<file path="src/rtl/core/owfc_pkg.sv">
`timescale 1ns / 1ps
`default_nettype none

package owfc_pkg;

    // Result status codes
    localparam logic [1:0] STATUS_OK      = 2'd0;
    localparam logic [1:0] STATUS_CRC_ERR = 2'd1;
    localparam logic [1:0] STATUS_NO_DEV  = 2'd2;

    // Input item kinds
    localparam logic KIND_BUS_RESET = 1'b0;
    localparam logic KIND_DATA      = 1'b1;

    // Frame types
    localparam logic FRAME_SCRATCH = 1'b0;
    localparam logic FRAME_ROM     = 1'b1;

    // Configuration register indexes
    localparam logic CFG_RESOLUTION  = 1'b0;
    localparam logic CFG_FAMILY_CODE = 1'b1;

    // Resolution codes
    localparam logic [1:0] RES_9BIT  = 2'd0;
    localparam logic [1:0] RES_10BIT = 2'd1;
    localparam logic [1:0] RES_11BIT = 2'd2;
    localparam logic [1:0] RES_12BIT = 2'd3;

    localparam logic [1:0] RESOLUTION_RESET  = RES_12BIT;
    localparam logic [7:0] FAMILY_CODE_RESET = 8'd40;

    // Frame lengths in bytes, final byte is the CRC
    localparam logic [3:0] SCRATCH_LEN = 4'd9;
    localparam logic [3:0] ROM_LEN     = 4'd8;

    // Reflected CRC-8 polynomial
    localparam logic [7:0] CRC_POLY = 8'h8C;

    typedef struct packed {
        logic [1:0]         status;
        logic               frame_type;
        logic signed [15:0] temperature;
        logic [47:0]        serial_number;
    } result_t;

    // One byte through the reflected CRC-8, LSB first
    function automatic logic [7:0] crc8_byte(input logic [7:0] crc_in, input logic [7:0] data);
        logic [7:0] c;
        logic [7:0] d;
        c = crc_in;
        d = data;
        for (int k = 0; k < 8; k++)
        begin
            if ((c[0] ^ d[0]) == 1'b1)
            begin
                c = (c >> 1) ^ CRC_POLY;
            end
            else
            begin
                c = c >> 1;
            end
            d = d >> 1;
        end
        return c;
    endfunction

    // Clear the undefined low bits for the given resolution
    function automatic logic [15:0] res_mask(input logic [1:0] res);
        logic [15:0] m;
        case (res)
            RES_9BIT:  m = 16'hFFF8;
            RES_10BIT: m = 16'hFFFC;
            RES_11BIT: m = 16'hFFFE;
            default:   m = 16'hFFFF;
        endcase
        return m;
    endfunction

endpackage

`default_nettype wire

</file>
<file path="src/rtl/core/owfc_frame_core.sv">
`timescale 1ns / 1ps
`default_nettype none

module owfc_frame_core
(
    input  wire logic             clk,
    input  wire logic             rst_n,
    input  wire logic             accept,
    input  wire logic             kind,
    input  wire logic             presence,
    input  wire logic             frame_type,
    input  wire logic [7:0]       data_byte,
    input  wire logic [1:0]       resolution,
    input  wire logic [7:0]       family_code,
    output owfc_pkg::result_t     res,
    output logic                  res_valid
);

    logic [3:0]  byte_index_reg, byte_index_next;
    logic        frame_active_reg, frame_active_next;
    logic        active_type_reg, active_type_next;
    logic [7:0]  running_crc_reg, running_crc_next;
    logic [7:0]  temp_low_reg, temp_low_next;
    logic [7:0]  temp_high_reg, temp_high_next;
    logic [7:0]  first_byte_reg, first_byte_next;
    logic [47:0] serial_reg, serial_next;

    logic [3:0]  last_index;
    logic        crc_match;
    logic [15:0] raw_temp;

    assign last_index = (active_type_reg == owfc_pkg::FRAME_ROM) ?
                        (owfc_pkg::ROM_LEN - 4'd1) : (owfc_pkg::SCRATCH_LEN - 4'd1);
    assign crc_match  = (data_byte == running_crc_reg);
    assign raw_temp   = {temp_high_reg, temp_low_reg};

    // Frame tracking and result forming for one accepted item
    always_comb
    begin
        byte_index_next   = byte_index_reg;
        frame_active_next = frame_active_reg;
        active_type_next  = active_type_reg;
        running_crc_next  = running_crc_reg;
        temp_low_next     = temp_low_reg;
        temp_high_next    = temp_high_reg;
        first_byte_next   = first_byte_reg;
        serial_next       = serial_reg;
        res_valid         = 1'b0;
        res               = '0;

        if (accept)
        begin
            if (kind == owfc_pkg::KIND_BUS_RESET)
            begin
                byte_index_next  = 4'd0;
                running_crc_next = 8'd0;
                if (!presence)
                begin
                    frame_active_next = 1'b0;
                    res_valid         = 1'b1;
                    res.status        = owfc_pkg::STATUS_NO_DEV;
                    res.frame_type    = frame_type;
                end
                else
                begin
                    frame_active_next = 1'b1;
                    active_type_next  = frame_type;
                end
            end
            else if (frame_active_reg)
            begin
                if (byte_index_reg != last_index)
                begin
                    // body byte: fold into CRC and capture fields
                    running_crc_next = owfc_pkg::crc8_byte(running_crc_reg, data_byte);
                    if (active_type_reg == owfc_pkg::FRAME_SCRATCH)
                    begin
                        if (byte_index_reg == 4'd0)
                        begin
                            temp_low_next = data_byte;
                        end
                        else if (byte_index_reg == 4'd1)
                        begin
                            temp_high_next = data_byte;
                        end
                    end
                    else
                    begin
                        if (byte_index_reg == 4'd0)
                        begin
                            first_byte_next = data_byte;
                        end
                        else
                        begin
                            serial_next = {data_byte, serial_reg[47:8]};
                        end
                    end
                    byte_index_next = byte_index_reg + 4'd1;
                end
                else
                begin
                    // CRC byte: close the frame and report
                    frame_active_next = 1'b0;
                    byte_index_next   = 4'd0;
                    res_valid         = 1'b1;
                    res.frame_type    = active_type_reg;
                    if (!crc_match)
                    begin
                        res.status = owfc_pkg::STATUS_CRC_ERR;
                    end
                    else if (active_type_reg == owfc_pkg::FRAME_SCRATCH)
                    begin
                        res.status      = owfc_pkg::STATUS_OK;
                        res.temperature = raw_temp & owfc_pkg::res_mask(resolution);
                    end
                    else if (first_byte_reg != family_code)
                    begin
                        res.status = owfc_pkg::STATUS_NO_DEV;
                    end
                    else
                    begin
                        res.status        = owfc_pkg::STATUS_OK;
                        res.serial_number = serial_reg;
                    end
                end
            end
        end
    end

    // Frame state registers
    always_ff @(posedge clk or negedge rst_n)
    begin
        if (!rst_n)
        begin
            byte_index_reg   <= 4'd0;
            frame_active_reg <= 1'b0;
            active_type_reg  <= 1'b0;
            running_crc_reg  <= 8'd0;
            temp_low_reg     <= 8'd0;
            temp_high_reg    <= 8'd0;
            first_byte_reg   <= 8'd0;
            serial_reg       <= 48'd0;
        end
        else
        begin
            byte_index_reg   <= byte_index_next;
            frame_active_reg <= frame_active_next;
            active_type_reg  <= active_type_next;
            running_crc_reg  <= running_crc_next;
            temp_low_reg     <= temp_low_next;
            temp_high_reg    <= temp_high_next;
            first_byte_reg   <= first_byte_next;
            serial_reg       <= serial_next;
        end
    end

`ifndef ASSERT_OFF
    a_idle_index_zero: assert property (@(posedge clk) disable iff (!rst_n)
        !frame_active_reg |-> (byte_index_reg == 4'd0))
        else $error("byte index nonzero outside a frame");

    a_index_in_frame: assert property (@(posedge clk) disable iff (!rst_n)
        frame_active_reg |-> (byte_index_reg <= last_index))
        else $error("byte index past end of frame");

    a_scratch_no_serial: assert property (@(posedge clk) disable iff (!rst_n)
        (res_valid && res.frame_type == owfc_pkg::FRAME_SCRATCH) |-> (res.serial_number == 48'd0))
        else $error("scratchpad result carries a serial number");

    a_result_closes: assert property (@(posedge clk) disable iff (!rst_n)
        res_valid |=> !frame_active_reg)
        else $error("frame still open after a result");
`endif

endmodule

`default_nettype wire

</file>
<file path="src/rtl/core/owfc_out_stage.sv">
`timescale 1ns / 1ps
`default_nettype none

module owfc_out_stage
(
    input  wire logic              clk,
    input  wire logic              rst_n,
    input  wire owfc_pkg::result_t res,
    input  wire logic              res_valid,
    input  wire logic              out_stall,
    output logic                   in_stall,
    output logic                   out_valid,
    output owfc_pkg::result_t      out_res
);

    owfc_pkg::result_t out_reg, out_next;
    owfc_pkg::result_t skid_reg, skid_next;
    logic              out_valid_reg, out_valid_next;
    logic              skid_valid_reg, skid_valid_next;
    logic              out_free;

    assign out_free  = !out_valid_reg || !out_stall;
    assign in_stall  = skid_valid_reg;
    assign out_valid = out_valid_reg;
    assign out_res   = out_reg;

    // Output register with one-deep skid buffer
    always_comb
    begin
        out_next        = out_reg;
        out_valid_next  = out_valid_reg;
        skid_next       = skid_reg;
        skid_valid_next = skid_valid_reg;
        if (out_free)
        begin
            if (skid_valid_reg)
            begin
                out_next        = skid_reg;
                out_valid_next  = 1'b1;
                skid_valid_next = 1'b0;
            end
            else
            begin
                out_next       = res;
                out_valid_next = res_valid;
            end
        end
        else if (res_valid)
        begin
            skid_next       = res;
            skid_valid_next = 1'b1;
        end
    end

    // Control flags
    always_ff @(posedge clk or negedge rst_n)
    begin
        if (!rst_n)
        begin
            out_valid_reg  <= 1'b0;
            skid_valid_reg <= 1'b0;
        end
        else
        begin
            out_valid_reg  <= out_valid_next;
            skid_valid_reg <= skid_valid_next;
        end
    end

    // Payload
    always_ff @(posedge clk)
    begin
        out_reg  <= out_next;
        skid_reg <= skid_next;
    end

`ifndef ASSERT_OFF
    a_skid_needs_out: assert property (@(posedge clk) disable iff (!rst_n)
        skid_valid_reg |-> out_valid_reg)
        else $error("skid holds a request while output is empty");

    a_no_result_when_stalled: assert property (@(posedge clk) disable iff (!rst_n)
        skid_valid_reg |-> !res_valid)
        else $error("result formed while input is stalled");

    a_skid_drains: assert property (@(posedge clk) disable iff (!rst_n)
        (skid_valid_reg && !out_stall) |=> (out_valid_reg && !skid_valid_reg))
        else $error("skid request not moved to output");
`endif

endmodule

`default_nettype wire

</file>
<file path="src/rtl/core/onewire_sensor_frame_checker_top.sv">
// A result is formed combinationally from its item and registered in the output register
// or, while the output stalls, in the skid buffer. Throughput: one item per cycle while
// in_stall is low; bytewise CRC-8 update and field capture feed the frame state registers.
// Output stall: one more result fits in a skid buffer; input stalls only while it is full.
// Reset (rst_n, async, active low) clears frame state, empties the output, and loads
// resolution 12 bit and family code 40.
`timescale 1ns / 1ps
`default_nettype none

module onewire_sensor_frame_checker_top
(
    input  wire logic               clk,
    input  wire logic               rst_n,
    input  wire logic               cfg_write_en,
    input  wire logic               cfg_index,
    input  wire logic [7:0]         cfg_data,
    input  wire logic               in_valid,
    output logic                    in_stall,
    input  wire logic               kind,
    input  wire logic               presence,
    input  wire logic               frame_type,
    input  wire logic [7:0]         data_byte,
    output logic                    out_valid,
    input  wire logic               out_stall,
    output logic [1:0]              status,
    output logic                    result_frame_type,
    output logic signed [15:0]      temperature,
    output logic [47:0]             serial_number
);

    logic [1:0]        resolution_reg;
    logic [7:0]        family_code_reg;
    logic              accept;
    logic              res_valid;
    owfc_pkg::result_t res;
    owfc_pkg::result_t out_res;

    assign accept = in_valid && !in_stall;

    // Configuration registers
    always_ff @(posedge clk or negedge rst_n)
    begin
        if (!rst_n)
        begin
            resolution_reg  <= owfc_pkg::RESOLUTION_RESET;
            family_code_reg <= owfc_pkg::FAMILY_CODE_RESET;
        end
        else if (cfg_write_en)
        begin
            case (cfg_index)
                owfc_pkg::CFG_RESOLUTION:  resolution_reg  <= cfg_data[1:0];
                owfc_pkg::CFG_FAMILY_CODE: family_code_reg <= cfg_data;
                default:                   resolution_reg  <= resolution_reg;
            endcase
        end
    end

    owfc_frame_core u_core
    (
        .clk         (clk),
        .rst_n       (rst_n),
        .accept      (accept),
        .kind        (kind),
        .presence    (presence),
        .frame_type  (frame_type),
        .data_byte   (data_byte),
        .resolution  (resolution_reg),
        .family_code (family_code_reg),
        .res         (res),
        .res_valid   (res_valid)
    );

    owfc_out_stage u_out
    (
        .clk       (clk),
        .rst_n     (rst_n),
        .res       (res),
        .res_valid (res_valid),
        .out_stall (out_stall),
        .in_stall  (in_stall),
        .out_valid (out_valid),
        .out_res   (out_res)
    );

    assign status            = out_res.status;
    assign result_frame_type = out_res.frame_type;
    assign temperature       = out_res.temperature;
    assign serial_number     = out_res.serial_number;

endmodule

`default_nettype wire
</file>
<file path="config.mk">
export PLATFORM = sky130hd
export DESIGN_NAME = onewire_sensor_frame_checker_top
export DESIGN_NICKNAME = d
export VERILOG_FILES = /design/src/rtl/core/owfc_pkg.sv /design/src/rtl/core/owfc_frame_core.sv /design/src/rtl/core/owfc_out_stage.sv /design/src/rtl/core/onewire_sensor_frame_checker_top.sv
export SDC_FILE = /design/constraint.sdc
export NUM_CORES = 1
export LEC_CHECK = 0
export BUFFER_PORTS_ARGS = -buffer_cell sky130_fd_sc_hd__buf_2
export CAP_MARGIN = 10
export CORE_MARGIN = 2
export CORE_UTILIZATION = 59
export CTS_CLUSTER_DIAMETER = 40
export DETAILED_ROUTE_END_ITERATION = 6
export GPL_TIMING_DRIVEN = 0
export PLACE_DENSITY = 0.82
export SLEW_MARGIN = 20
export SYNTH_ARGS = -nofsm -noshare
export SYNTH_HDL_FRONTEND = slang
export SYNTH_SLANG_ARGS = --single-unit
export TNS_END_PERCENT = 10
</file>
<file path="constraint.sdc">
create_clock -name clk -period 5.78 [get_ports clk]
set_input_delay 0.867 -clock clk [delete_from_list [all_inputs] [get_ports clk]]
set_output_delay 0.867 -clock clk [all_outputs]
set_load 0.05 [all_outputs]
</file>
==> results.cfg <==
[timing]
slew_violations = 0
rsz0062_at_grt = false
min_period_ns = 2.66
tightest_slew_ns = 0.798
max_freq_mhz = 376
relSlewSlack = 0.467
final_hold_viol_count = 0
fin_tns_setup_ns = 0
setup_viol = 0
min_period_over_period = 0.461
worst_clock_skew_ns = 0.00768

[clock_tree]
cts_setup_buffers = 0
clkSlewWorstSetupHoldPaths_ns = 0.06
cts_hold_buf = 0
clockBufferDepth = 3
numCtsBuffers = 28
cts_tree = built
insertion_delay_ns = 0.52
cts_resized = 0
clock_sink_count = 232
cts.htree.levels = 1
root_buffer = clkbuf_16

[floorplan]
die_h_microns = 131
core-area_sq_mm = 0.0158
ios = 94
fp.dieW_microns = 131
num_rows = 46
initial_utilization = 0.600
dieArea_sq_mm = 0.0171

[cells_and_area]
syn_to_final_growth_pct = 19.1
seq_area_sq_mm = 0.00648
multi_input_area_sq_mm = 0.00279
fillers = 991
n_antenna_cell = 0
nets = 739
final_cell_count_no_fill = 949
drive_above_1_share = 0.387

[logic_synthesis]
syn_area_per_cell_sq_um = 16.2
synth_area_leaders = edfxtp_1 (42%), dfrtp_1 (25%), mux2_2 (7.6%)
synth_common_cells = edfxtp_1 (134), dfrtp_1 (94), mux2_2 (64), and2_1 (63), a22o_2 (29)
synth_warnings = 0
synth_edf_count = 134
ys_types = 46
syn-num-nets = 613
yosysTopAreaCell = edfxtp_1
ys_ff_latch = 232
async_reset_ff_frac = 0.422
synth_area_sq_mm = 0.00950
synthCells = 585
synth_top_area_share = 0.423
ys_seq_area_frac = 0.682
synth_ff_type = edfxtp_1
synth.most_common_cell = edfxtp_1

[global_routing]
grt_max_degree = 75
overflow = 0
gr-usage-all-layers = 0.217
grt_pass1_vias = 5468
grt_pass1_wl_microns = 28500
antenna_found_initial = 0

[critical_path]
cp_data_required_time_ns = 5.99
cp_max_fo = 25
endpoint_kind = flip-flop
arrival_ns = 2.88
cp-start-kind = flip-flop
r2r_slack_ns = 3.12
criticalPathCategory = flip-flop to flip-flop

[power]
peakVddDrop_mv = 0.279
leakagePower_nw = 5.12
total_power_mw = 4.42
p_per_area_mw_per_mm2 = 391

[route]
routed_wl_microns = 17700
route.antenna.remaining_nets = 0
vias = 5318
post-route-drc-count = 0
drt_iter0_drc = 290
via_per_inst = 5.60
wl_per_cell_microns = 18.7
dr.pass1.iters = 4

[placed_design]
dpl.cell_count = 897
dp_hpwl_microns = 12200
numPortBuffers = 92
gp_congestion = 0.798

[status]
status = complete, no violations

[worst_hold_path]
min_path_type = primary input to async pin

[job]
cap_violations = 0
-- area by class of cell --
class	count	area share
Sequential cell	232	0.573
Multi-Input combinational cell	320	0.246
Clock buffer	35	0.0706
Timing Repair Buffer	96	0.0503
Tap cell	216	0.0239
Buffer	28	0.0202
Clock inverter	17	0.0143
Inverter	5	0.00166
-- stage by stage --
stage	cell area, sq um	hold WS (ns)	worst slack, ns	utilization
global placement	10200	0.481	-0.894	0.647
global route	11300	0.202	2.96	0.715
detailed placement	10400	0.487	2.95	0.654
finish	11300	0.205	3.12	0.715
floorplan	9500	0.470	0.669	-
CTS	11300	0.197	3.12	0.715
-- where the power goes --
part	total (mW)	switching [mW]	internal, mW
logic	0.618	0.330	0.289
registers	2.06	0.132	1.93
clock network	1.74	0.666	1.08
total	4.42	1.13	3.29
-- cells by family after synthesis --
| group | synth area share |
|---|---|
| muxes | 0.107 |
| AOI/OAI and AO/OA | 0.0819 |
| and+or+nand+nor | 0.0693 |
| xor gates and xnor gates | 0.0292 |
| buffers and inverters | 0.0261 |
| DFF | 0.682 |
| adders and majority gates | 0.00395 |
-- final timing paths --
check	startpoint	end	depth (start not counted)
worst max-delay path	u_core.active_type_reg	u_out.skid_reg[55]	5
worst min-delay path	rst_n	family_code_reg[7]	1
worst max register to register	u_core.active_type_reg	u_out.skid_reg[55]	5
worst min register to register	u_core.running_crc_reg[6]	u_core.running_crc_reg[6]	2
max in group asynchronous	rst_n	u_core.serial_reg[6]	2
min in group clk	u_core.running_crc_reg[6]	u_core.running_crc_reg[6]	2
-- cell usage in the layout, fill, tap and decap left out, drive strengths merged, types with 2 or more instances in the layout --
master and n:
edfxtp 134, buf 109, dfrtp 94, mux2 84, and2 63, clkbuf 50
a22o 49, xnor2 27, a21o 21, nand2 19, o21ai 10, inv 10
clkinv 9, nor2 7, and4 5, dfstp 4, a21oi 3, ha 3
nand4 2, nand3 2, nor3 2, and3 2, o21bai 2, nor2b 2
xor2 2, bufinv 2, o22ai 2
-- routing by layer --
layer | vias up | wire length, microns | track usage
li1 | 2437 | - | -
met3 | 39 | 930 | 0.0379
met1 | 2666 | 7390 | 0.281
met2 | 176 | 9030 | 0.377
met5 | - | 0 | 0
met4 | 0 | 400 | 0.0676
-- critical path, stage by stage (launching register included) --
cell	delay (ns)
dfrtp_1	0.44
or4b_4	0.59
o22ai_4	0.23
a21oi_1	0.16
nor2_4	0.66
buf_16	0.26
Power figures use the tool's default switching activity.
